### src/hdl/fefxc_pkg.sv
// Shared types, byte codes and escape helpers for the flag/escape framer.
`default_nettype none
package fefxc_pkg;

    localparam int unsigned QUEUE_DEPTH_DEF = 4;

    localparam logic [7:0] FLAG_BYTE    = 8'h7e;
    localparam logic [7:0] ESC_BYTE     = 8'h7d;
    localparam logic [7:0] ESC_FOR_FLAG = 8'h02;
    localparam logic [7:0] ESC_FOR_ESC  = 8'h01;

    typedef struct packed {
        logic [7:0] data_byte;
        logic       end_of_message;
    } t_in;

    typedef struct packed {
        logic [7:0] out_byte;
        logic       frame_end;
    } t_out;

    // one classified request, as queued between front and back
    typedef struct packed {
        logic [7:0] data_byte;
        logic [7:0] check;      // frame check including this byte, used when last
        logic       open;       // opening flag goes first
        logic       last;
    } t_entry;

    typedef struct packed {
        logic empty;
        logic full;
    } t_q_stat;

    function automatic logic needs_esc(input logic [7:0] b);
        return (b == FLAG_BYTE) || (b == ESC_BYTE);
    endfunction

    function automatic logic [7:0] esc_lead(input logic [7:0] b);
        return needs_esc(b) ? ESC_BYTE : b;
    endfunction

    function automatic logic [7:0] esc_tail(input logic [7:0] b);
        return (b == FLAG_BYTE) ? ESC_FOR_FLAG : ESC_FOR_ESC;
    endfunction

endpackage
`default_nettype wire

### src/hdl/flag_escape_framer_xor_check_unit.sv
// Flag/escape framer with XOR check: each message byte request comes out as one
// byte per cycle on the output side unless i_ready holds it. A mid-frame byte gives
// one byte, an escaped byte two, and opening flag, check (1 or 2) and closing flag
// add 3 or 4 more, so a request gives 1 to 6 bytes from the single output register
// of the back end. The front end takes a new request every cycle while the queue
// (QUEUE_DEPTH requests) has room, so input and output stall on their own.
`default_nettype none
module flag_escape_framer_xor_check_unit #(
    parameter int unsigned QUEUE_DEPTH = fefxc_pkg::QUEUE_DEPTH_DEF
) (
    input  wire logic            i_clk,
    input  wire logic            i_rst_n,
    input  wire logic            i_valid,
    output logic                 o_ready,
    input  wire fefxc_pkg::t_in  i_in,
    output logic                 o_valid,
    input  wire logic            i_ready,
    output fefxc_pkg::t_out      o_out
);
    import fefxc_pkg::*;

    t_q_stat q_stat;
    t_entry  push_entry;
    t_entry  head;
    logic    push;
    logic    pop;

    fefxc_front u_front (
        .i_clk    (i_clk),
        .i_rst_n  (i_rst_n),
        .i_valid  (i_valid),
        .o_ready  (o_ready),
        .i_in     (i_in),
        .i_q_stat (q_stat),
        .o_push   (push),
        .o_entry  (push_entry)
    );

    fefxc_queue #(
        .DEPTH (QUEUE_DEPTH)
    ) u_queue (
        .i_clk   (i_clk),
        .i_rst_n (i_rst_n),
        .i_push  (push),
        .i_entry (push_entry),
        .i_pop   (pop),
        .o_head  (head),
        .o_stat  (q_stat)
    );

    fefxc_back u_back (
        .i_clk    (i_clk),
        .i_rst_n  (i_rst_n),
        .i_head   (head),
        .i_q_stat (q_stat),
        .o_pop    (pop),
        .o_valid  (o_valid),
        .i_ready  (i_ready),
        .o_out    (o_out)
    );

`ifndef SYNTHESIS
    a_close_is_flag: assert property (@(posedge i_clk) disable iff (!i_rst_n)
        o_valid && o_out.frame_end |-> o_out.out_byte == FLAG_BYTE)
        else $error("frame_end on a byte other than the flag");

    a_queue_stat: assert property (@(posedge i_clk) disable iff (!i_rst_n)
        !(q_stat.empty && q_stat.full))
        else $error("queue both empty and full");

    a_no_pop_empty: assert property (@(posedge i_clk) disable iff (!i_rst_n)
        pop |-> !q_stat.empty)
        else $error("back end pops an empty queue");

    a_esc_pair: assert property (@(posedge i_clk) disable iff (!i_rst_n)
        o_valid && i_ready && !o_out.frame_end && o_out.out_byte == ESC_BYTE
        |=> o_valid && (o_out.out_byte == ESC_FOR_FLAG || o_out.out_byte == ESC_FOR_ESC))
        else $error("escape byte not followed by its code");
`endif

endmodule
`default_nettype wire

### src/hdl/fefxc_front.sv
// Front end: accepts message bytes, tracks frame state and the running XOR check.
`default_nettype none
module fefxc_front (
    input  wire logic             i_clk,
    input  wire logic             i_rst_n,
    input  wire logic             i_valid,
    output logic                  o_ready,
    input  wire fefxc_pkg::t_in   i_in,
    input  wire fefxc_pkg::t_q_stat i_q_stat,
    output logic                  o_push,
    output fefxc_pkg::t_entry     o_entry
);
    import fefxc_pkg::*;

    logic       r_inside;
    logic [7:0] r_check;
    logic       n_inside;
    logic [7:0] n_check;
    logic [7:0] chk_now;

    assign o_ready = !i_q_stat.full;
    assign o_push  = i_valid && !i_q_stat.full;
    assign chk_now = (r_inside ? r_check : 8'h00) ^ i_in.data_byte;

    always_comb begin
        o_entry.data_byte = i_in.data_byte;
        o_entry.check     = chk_now;
        o_entry.open      = !r_inside;
        o_entry.last      = i_in.end_of_message;
    end

    always_comb begin
        n_inside = r_inside;
        n_check  = r_check;
        if (o_push) begin
            if (i_in.end_of_message) begin
                n_inside = 1'b0;
                n_check  = 8'h00;
            end else begin
                n_inside = 1'b1;
                n_check  = chk_now;
            end
        end
    end

    always_ff @(posedge i_clk) begin
        if (!i_rst_n) begin
            r_inside <= 1'b0;
            r_check  <= 8'h00;
        end else begin
            r_inside <= n_inside;
            r_check  <= n_check;
        end
    end

endmodule
`default_nettype wire

### src/hdl/fefxc_queue.sv
// Small request queue between front and back, head shown without a read stage.
`default_nettype none
module fefxc_queue #(
    parameter int unsigned DEPTH = fefxc_pkg::QUEUE_DEPTH_DEF
) (
    input  wire logic              i_clk,
    input  wire logic              i_rst_n,
    input  wire logic              i_push,
    input  wire fefxc_pkg::t_entry i_entry,
    input  wire logic              i_pop,
    output fefxc_pkg::t_entry      o_head,
    output fefxc_pkg::t_q_stat     o_stat
);
    import fefxc_pkg::*;

    localparam int unsigned PW = (DEPTH > 1) ? $clog2(DEPTH) : 1;
    localparam int unsigned CW = $clog2(DEPTH + 1);
    localparam logic [PW-1:0] LAST_PTR = PW'(DEPTH - 1);
    localparam logic [CW-1:0] FULL_CNT = CW'(DEPTH);

    t_entry        r_mem [DEPTH];
    logic [PW-1:0] r_wr;
    logic [PW-1:0] r_rd;
    logic [CW-1:0] r_cnt;
    logic [PW-1:0] n_wr;
    logic [PW-1:0] n_rd;
    logic [CW-1:0] n_cnt;
    logic          do_push;
    logic          do_pop;

    assign o_stat.empty = (r_cnt == '0);
    assign o_stat.full  = (r_cnt == FULL_CNT);
    assign o_head       = r_mem[r_rd];
    assign do_push      = i_push && !o_stat.full;
    assign do_pop       = i_pop && !o_stat.empty;

    always_comb begin
        n_wr  = do_push ? ((r_wr == LAST_PTR) ? '0 : r_wr + 1'b1) : r_wr;
        n_rd  = do_pop  ? ((r_rd == LAST_PTR) ? '0 : r_rd + 1'b1) : r_rd;
        n_cnt = r_cnt;
        if (do_push && !do_pop) begin
            n_cnt = r_cnt + 1'b1;
        end else if (do_pop && !do_push) begin
            n_cnt = r_cnt - 1'b1;
        end
    end

    always_ff @(posedge i_clk) begin
        if (do_push) begin
            r_mem[r_wr] <= i_entry;
        end
    end

    always_ff @(posedge i_clk) begin
        if (!i_rst_n) begin
            r_wr  <= '0;
            r_rd  <= '0;
            r_cnt <= '0;
        end else begin
            r_wr  <= n_wr;
            r_rd  <= n_rd;
            r_cnt <= n_cnt;
        end
    end

endmodule
`default_nettype wire

### src/hdl/fefxc_back.sv
// Back end: walks each queued request through flag (if open), escaped byte, and check and close (if last).
`default_nettype none
module fefxc_back (
    input  wire logic               i_clk,
    input  wire logic               i_rst_n,
    input  wire fefxc_pkg::t_entry  i_head,
    input  wire fefxc_pkg::t_q_stat i_q_stat,
    output logic                    o_pop,
    output logic                    o_valid,
    input  wire logic               i_ready,
    output fefxc_pkg::t_out         o_out
);
    import fefxc_pkg::*;

    typedef enum logic [2:0] {
        PH_FIRST,
        PH_DATA,
        PH_DATA_ESC,
        PH_CHK,
        PH_CHK_ESC,
        PH_CLOSE
    } t_phase;

    t_phase r_phase;
    t_phase n_phase;
    logic   r_ov;
    logic   n_ov;
    t_out   r_out;
    t_out   n_out;
    logic   out_free;
    logic   emit;

    assign out_free = !r_ov || i_ready;
    assign o_valid  = r_ov;
    assign o_out    = r_out;

    always_comb begin
        n_phase         = r_phase;
        emit            = 1'b0;
        o_pop           = 1'b0;
        n_out.out_byte  = FLAG_BYTE;
        n_out.frame_end = 1'b0;
        if (!i_q_stat.empty && out_free) begin
            emit = 1'b1;
            case (r_phase)
                PH_FIRST, PH_DATA: begin
                    if (r_phase == PH_FIRST && i_head.open) begin
                        n_out.out_byte = FLAG_BYTE;
                        n_phase        = PH_DATA;
                    end else begin
                        n_out.out_byte = esc_lead(i_head.data_byte);
                        if (needs_esc(i_head.data_byte)) begin
                            n_phase = PH_DATA_ESC;
                        end else if (i_head.last) begin
                            n_phase = PH_CHK;
                        end else begin
                            n_phase = PH_FIRST;
                            o_pop   = 1'b1;
                        end
                    end
                end
                PH_DATA_ESC: begin
                    n_out.out_byte = esc_tail(i_head.data_byte);
                    if (i_head.last) begin
                        n_phase = PH_CHK;
                    end else begin
                        n_phase = PH_FIRST;
                        o_pop   = 1'b1;
                    end
                end
                PH_CHK: begin
                    n_out.out_byte = esc_lead(i_head.check);
                    n_phase = needs_esc(i_head.check) ? PH_CHK_ESC : PH_CLOSE;
                end
                PH_CHK_ESC: begin
                    n_out.out_byte = esc_tail(i_head.check);
                    n_phase        = PH_CLOSE;
                end
                PH_CLOSE: begin
                    n_out.out_byte  = FLAG_BYTE;
                    n_out.frame_end = 1'b1;
                    n_phase         = PH_FIRST;
                    o_pop           = 1'b1;
                end
                default: begin
                    emit    = 1'b0;
                    n_phase = PH_FIRST;
                end
            endcase
        end
        n_ov = out_free ? emit : r_ov;
    end

    always_ff @(posedge i_clk) begin
        if (!i_rst_n) begin
            r_phase <= PH_FIRST;
            r_ov    <= 1'b0;
        end else begin
            r_phase <= n_phase;
            r_ov    <= n_ov;
        end
        if (emit) begin
            r_out <= n_out;
        end
    end

endmodule
`default_nettype wire
### config.mk
export PLATFORM = sky130hd
export DESIGN_NAME = flag_escape_framer_xor_check_unit
export DESIGN_NICKNAME = d
export VERILOG_FILES = /design/src/hdl/fefxc_pkg.sv /design/src/hdl/flag_escape_framer_xor_check_unit.sv /design/src/hdl/fefxc_front.sv /design/src/hdl/fefxc_queue.sv /design/src/hdl/fefxc_back.sv
export SDC_FILE = /design/constraint.sdc
export NUM_CORES = 1
export LEC_CHECK = 0
export CORE_MARGIN = 3
export CORE_UTILIZATION = 45
export CTS_CLUSTER_DIAMETER = 200
export DETAILED_ROUTE_END_ITERATION = 10
export DONT_BUFFER_PORTS = 1
export PLACE_DENSITY = 0.68
export SETUP_SLACK_MARGIN = 0.5
export SLEW_MARGIN = 20
export SYNTH_ARGS = -nofsm -noshare
export SYNTH_HDL_FRONTEND = slang
export SYNTH_SLANG_ARGS = --single-unit
export TNS_END_PERCENT = 5
### constraint.sdc
create_clock -name i_clk -period 3.25 [get_ports i_clk]
set_input_delay 0.975 -clock i_clk [delete_from_list [all_inputs] [get_ports i_clk]]
set_output_delay 0.975 -clock i_clk [all_outputs]
set_load 0.005 [all_outputs]
After elaboration in Yosys (flattened, before gate mapping)
Memory sizes are Yosys's and may differ from the RTL's. A register that Yosys moved wholly into a read port is not among the register bits.
Cells that the tools add are included.
{"block": "totals", "latchBits": 0, "reg_bits": 29, "mem_bits_rw": 72, "out_inout_bits": 11, "wordCells": 78, "in_bits": 13, "romBits": 0, "memories": 1}
{"name": "u_queue.r_mem", "words": 4, "word_bits": 18, "read_ports": 1, "rd_ports_with_merged_regs": 1, "write_ports": 1, "line": "fefxc_queue.sv:21", "text": "t_entry r_mem [DEPTH];"}
{"block": "classes", "eq_ne": 12, "n_div": 0, "addsub": 4, "n_shift": 0, "muxes": 30, "bitwise": 1, "magnitude_cmp": 0, "n_reduce_logical": 21, "mul": 0}
{"cell": "two-way mux 8 bit", "count": 5}
{"cell": "== test 8 x 7 -> 1 bit (second input constant)", "count": 4}
{"cell": "one-hot mux 8 bit (4 select lines)", "count": 1}
{"cell": "two-way mux 2 bit", "count": 7}
{"cell": "two-way mux 3 bit", "count": 4}
{"cell": "one-hot mux 3 bit (4 select lines)", "count": 1}
{"cell": "two-way mux 1 bit", "count": 11}
{"cell": "== test 3 bit (second input constant)", "count": 3}
{"cell": "XOR 8 bit", "count": 1}
{"cell": "logical AND 1 bit", "count": 7}
{"cell": "== test 3 x 2 -> 1 bit (second input constant)", "count": 2}
{"cell": "logical NOT 1 bit", "count": 6}
{"cell": "logical NOT 3 bit", "count": 2}
{"cell": "OR reduction 6 bit", "count": 1}
{"cell": "adder 2 x 1 -> 2 bit (second input constant)", "count": 2}
{"cell": "== test 2 bit (second input constant)", "count": 2}
{"cell": "adder 3 x 1 -> 3 bit (second input constant)", "count": 1}
{"cell": "== test 3 x 1 -> 1 bit (second input constant)", "count": 1}
{"cell": "logical OR 1 bit", "count": 3}
{"cell": "one-hot mux 1 bit (3 select lines)", "count": 1}
{"cell": "subtractor 3 x 1 -> 3 bit (second input constant)", "count": 1}
{"cell": "nonzero test 2 bit", "count": 1}
{"cell": "OR reduction 2 bit", "count": 1}

Depth between registers and ports, before layout
{"block": "depth", "word_depth": 10, "ltp_mapped": 12, "depth_no_buf": 10}

By module
From an unflattened synthesis, not the netlist that was laid out.
{"block": "hier_totals", "hier_cells": 301, "hier_area_um2": 4555.6}
{"mod": "fefxc_queue", "cells_per_inst": 145, "area_each_um2": 3119.2, "n_inst": 1}
{"mod": "fefxc_back", "cells_per_inst": 103, "area_each_um2": 912.1, "n_inst": 1}
{"mod": "fefxc_front", "cells_per_inst": 53, "area_each_um2": 524.3, "n_inst": 1}

Least setup slack after synthesis
No wires, ideal clock.
{"block": "synth_path", "kind": "input to register", "start": "in i_ready", "end": "reg u_queue.r_cnt[2]", "stages": 10, "slack_ns": 0.228, "arrival_time_ns": 2.947, "path_cell_list": "nor2b_1 > nor2_1 > a32oi_1 > and2_4 > ha_1 > inv_1 > fa_1 > xor2_1 > or3_1 > a21boi_0"}
{"block": "synth_between", "elab_chain_cells": 7, "word_cells_on_any_way": 9, "classes_between": "2 x mux; 7 x reduce/logical"}
{"element": "from (decl)", "line": "flag_escape_framer_xor_check_unit.sv:17", "text": "input wire logic i_ready,"}
{"element": "logical OR 1 bit *", "line": "fefxc_back.sv:33", "text": "assign out_free = !r_ov || i_ready;"}
{"element": "logical AND 1 bit *", "line": "fefxc_back.sv:43", "text": "if (!i_q_stat.empty && out_free) begin"}
{"element": "two-way mux 1 bit *", "line": "fefxc_back.sv:43"}
{"element": "logical AND 1 bit *", "line": "fefxc_queue.sv:35", "text": "assign do_pop = i_pop && !o_stat.empty;"}
{"element": "logical NOT 1 bit", "line": "fefxc_queue.sv:41", "text": "if (do_push && !do_pop) begin"}
{"element": "logical AND 1 bit", "line": "fefxc_queue.sv:41"}
{"element": "two-way mux 3 bit / nonzero test 2 bit (equally long branches)"}
{"element": "to (signal assigned)", "line": "fefxc_queue.sv:62", "text": "r_cnt <= n_cnt;"}
{"element": "to (decl)", "line": "fefxc_queue.sv:24", "text": "logic [CW-1:0] r_cnt;"}
Mark *: on every way between the ends. The rest lies on a longest branch, timed or not.
A chain may end at the register's enable or synchronous reset.

==> results <==
- The initial core utilization is 46.4%.
- Row generation in the floorplan step produced 36 rows.
- Fill cells in the final layout number ~850.
- The clock passes through at most 2 buffers.
- The repair_antennas step left the layout with diodes totalling 0.
- The worst setup path is of the reg2reg kind.
- Measured along the y axis, the die boundary spans 107 µm.
- The final-layout setup total negative slack is 0 ns.
- Dividing the detail-routed wire length by the instance count gives between 15 and 20 µm.
- Dividing total power by cell area gives a power density of 726 nW/µm².
- Setup repair after global routing could not meet its margin everywhere.
- The cell area after placement is 4730 µm².
- The first-pass detailed-route iteration total is 4.
- The part of the power in the clock network is approximately a fifth.
- The final period demand of the worst path is 2.75 ns.
- The TritonCTS clock tree is built.
- The path class of the tightest hold or removal check is reg2reg.
- The total nets after synthesis is between 300 and 400.
- Combinational cells account for a little under a third of the total power.
- The endpoint required time on the critical path is approximately 3.5 ns.
- The tool flagged a number of max-cap violations equal to 0.
- Of the cells placed in the final design, the portion with a size suffix greater than 1 is 19.7%.
- The post-layout instance count excluding filler cells is around 460.
- Counting tap cells, the placed design contains a total of ~430 instances.
- The count of endpoints failing hold in the final timing report was 0.
- For the final database, setup skew stands at ~0.015 ns.
- The final instance area is approximately 5000 µm².
- By area, the combinational part of the netlist is dominated by simple AND/OR/NAND/NOR gates.
- In the synthesized netlist, mux cells make up a little over a tenth of the area.
- The storage element area is 2880 µm².
- In this run the tool buffered the top-level ports with 0 buffer cells.
- After Yosys synthesis, full adders, half adders and majority gates account for 2.09% of the synthesized area.
- The transition at the pin with the smallest max-transition slack is roughly 0.77 ns.
- The first-pass GRT wire length is around 13,000 µm.
- The post-synthesis simple-gate area fraction is between 10% and 20%.
- sky130_fd_sc_hd__edfxtp_1 is the most common cell in the netlist.
- The combined area of the multi-input logic cells is 1600 µm².
- The setup slack of the worst register-to-register path is 0.50 ns.
- Setup violations remaining at the end of the flow were counted as 0.
- The synthesized design spends more area on one cell type than any other, namely sky130_fd_sc_hd__edfxtp_1.
- The number of clock sinks is around 100.
- Of all nets on the critical path, the largest fanout is 7.
- A synthesized cell averages roughly 15 µm².
- After synthesis, the cell types taking the most area are sky130_fd_sc_hd__edfxtp_1, sky130_fd_sc_hd__dfxtp_1, sky130_fd_sc_hd__mux4_1, sky130_fd_sc_hd__nand2_1, sky130_fd_sc_hd__xnor2_1.
- The compound-cell area share of the yosys netlist is 8.52%.
- Entering global routing, the biggest net connects 25 pins.
- The kind of end point of the critical path is a register.
- In this run the biggest area consumer among cell types represents between 50% and 60% of the synthesized area.
- Yosys mapped a number of flops with a built-in enable equal to approximately 80.
- The first routing iteration left 170 violations.
- The leakage power summed over all cells is ~1.7 nW.
- Clock tree synthesis selected as its root buffer the cell sky130_fd_sc_hd__clkbuf_8.
- In this run the number of H-tree levels came out at 3.
- After synthesis, the most frequently instantiated cells are sky130_fd_sc_hd__edfxtp_1, sky130_fd_sc_hd__nand2_1, sky130_fd_sc_hd__dfxtp_1.
- The combined area of all synthesized cells is 4550 µm².
- The insertion delay of the later-clocked pin in the worst-skew pair is between 0.3 and 0.4 ns.
- Of the available clock period, the critical path in the final layout requires between 80% and 90%.
- The total grt overflow is 0.
- The number of design rule violations left after detail routing is 0.
- For this run, the share of the core covered by cells in the final layout is approximately half.
- Derived from the worst setup path, the maximum achievable clock frequency is between 300 and 400 MHz.
- Summed over all nets, the switching power comes to between 1 and 1.5 mW.
- The count of final max-slew check failures was 0.
- Headroom to the max-slew limit came out at roughly half.
- The worst path arrival time is 3.04 ns.
- The flow ran to the end, and the final reports show no timing, DRC or antenna violations.
- Synthesis inferred 103 register bits.
- After technology mapping, the gate count stands at 306.
- The post-synthesis to final-layout area growth is 9.92%.
- In this run the count of I/O pins placed on the die edge is 24.
- The die covers 11,400 µm².
- The clock input transition at the sequential cells of the worst setup and hold paths is 0.10 ns.
- The share of total power dissipated in sequential elements is 49.2%.
- The count of yosys warnings during synthesis is 0.
- Wires add up to roughly 8400 µm.
- The xor and xnor area share after synthesis is roughly 2.5%.
- The count of antenna-violating nets left after detailed routing is 0.
- The placeable core area is 9820 µm².
- The overall die width is roughly 110 µm.
- The number of buffers created by CTS is 9.
- Summing over every cut layer, the via total after detailed routing is approximately 2.5k.
- After legalization and detailed placement, the total HPWL measured 5470 µm.
- The most used flip-flop cell after synthesis is sky130_fd_sc_hd__edfxtp_1.
- The library cell contributing the largest single delay on the critical path is sky130_fd_sc_hd__mux4_2.
- The sort of element at the start of the critical path is a register.
- On the worst path, the slowest cell contributes a delay of about 0.40 ns.
- The post-synthesis sequential area ratio is 63.1%.
- The worst-case vdd ir drop is around 0.00035 V.
- The number of global-route vias before repair is 2,524.
- Dividing the detail-routed via count by the number of cells gives 5.57.
- The global-route total usage across every layer is roughly 15%.
- For this run, the post-layout net count is 340.
- Traced cell by cell, the critical path runs through buf_8 > mux4_2 > nand4_4 > o211ai_1 > and2_4 > ha_4 > inv_2 > fa_2 > xor2_1 > or3_1 > a21boi_1.
- The internal portion of the total power is 2.47 mW.
- At the end of routability-driven placement, the weighted congestion stood at 0.846.
- The share of async-settable or async-resettable flops after synthesis is 0%.
- The post-synthesis cell type count is 56.
- The number of antenna violations at the first check in global routing was 0.
- Across all hold checks on the routed design, the worst slack comes to 0.514 ns.
- In this run switching power makes up 32.1% of total power.
==> worst max-delay path: cells and delay by family (launching register included) <==
kind,cells,cell delay [ns]
flops,1,0.39
mux,1,0.40
xor+xnor,1,0.15
compound gates,2,0.42
simple gates,3,0.65
fa+ha+maj,2,0.48
buf+inv,2,0.19
==> final timing paths <==
kind	to	startpoint	depth (start not counted)
worst min-delay path	u_queue.r_cnt[2]	u_queue.r_cnt[2]	2
worst min register to register	u_queue.r_cnt[2]	u_queue.r_cnt[2]	2
worst max-delay path	u_queue.r_cnt[2]	register	11
worst max register to register	u_queue.r_cnt[2]	register	11
==> area by class of cell <==
class	count	area share (%)
flip-flops and latches	103	57.5
clock buffers	10	2.55
inverters	8	0.600
repair buffers	18	3.00
multi-input cells	180	31.9
clock inverters	6	1.15
well taps	133	3.33
==> stage by stage <==
stage,power (mW),worst slack [ns]
5_1_grt,3.84,0.374
2_1_floorplan,2.58,0.469
4_1_cts,3.60,0.508
6_report,3.63,0.502
3_5_place_dp,2.80,0.329
3_3_place_gp,2.77,0.407
==> flip-flops by register name, indices dropped and copies added (netlist names), named ones only <==
register,flops
u_back.o_out,9
u_queue.r_rd,2
u_back.r_phase,3
u_queue.r_wr,2
u_front.r_check,8
u_queue.r_cnt,3
u_queue.r_mem,72
u_back.o_valid,1
u_front.r_inside,1
==> repair_timing <==
action / 4_1_cts / 5_1_grt
hold buffers: 0 / 0
pin swaps: 2 / 5
endpoints found under the setup margin: 2 / 2
setup buffers: 5 / 3
resized for setup: 9 / 8
gates cloned: 0 / 0
==> placed cells by master (no fill, tap or decap), types with 3 or more instances in the layout <==
| cell type | instances |
|---|---|
| sky130_fd_sc_hd__a21oi_1 | 10 |
| sky130_fd_sc_hd__a2bb2oi_1 | 9 |
| sky130_fd_sc_hd__and3_1 | 8 |
| sky130_fd_sc_hd__buf_4 | 15 |
| sky130_fd_sc_hd__clkbuf_8 | 9 |
| sky130_fd_sc_hd__dfxtp_1 | 21 |
| sky130_fd_sc_hd__edfxtp_1 | 81 |
| sky130_fd_sc_hd__ha_1 | 5 |
| sky130_fd_sc_hd__inv_1 | 6 |
| sky130_fd_sc_hd__inv_6 | 3 |
| sky130_fd_sc_hd__mux4_1 | 6 |
| sky130_fd_sc_hd__mux4_2 | 12 |
| sky130_fd_sc_hd__nand2_1 | 30 |
| sky130_fd_sc_hd__nand4_1 | 3 |
| sky130_fd_sc_hd__nor2_1 | 5 |
| sky130_fd_sc_hd__nor2b_1 | 10 |
| sky130_fd_sc_hd__nor3_1 | 6 |
| sky130_fd_sc_hd__o211ai_1 | 3 |
| sky130_fd_sc_hd__o21ai_0 | 13 |
| sky130_fd_sc_hd__o21ai_1 | 3 |
| sky130_fd_sc_hd__xnor2_1 | 11 |
==> cells by family (layout without fill, tap and decap cells) <==
| family | Yosys count | in the layout |
|---|---|---|
| AOI/OAI and AO/OA | 55 | 55 |
| DFF | 103 | 103 |
| xor gates and xnor gates | 13 | 13 |
| adders and majority gates | 7 | 7 |
| muxes | 20 | 20 |
| and+or+nand+nor | 85 | 85 |
| buffers and inverters | 23 | 42 |
==> power by group through the flow <==
stage          registers, mW  logic, mW  clock network, mW
2_1_floorplan           1.76      0.825                  0
3_3_place_gp            1.81      0.963                  0
3_5_place_dp            1.82      0.983                  0
4_1_cts                 1.79       1.04              0.772
5_1_grt                 1.81       1.20              0.823
6_report                1.79       1.10              0.748
==> metal layers <==
metal	wire, µm	up-vias	track usage, %
li1	-	1206	-
met1	3590	1274	19.2
met2	4240	63	26.2
met3	426	6	4.52
met4	116	0	4.47
met5	0	-	0
No activity file was read; power rests on OpenSTA's default activity.
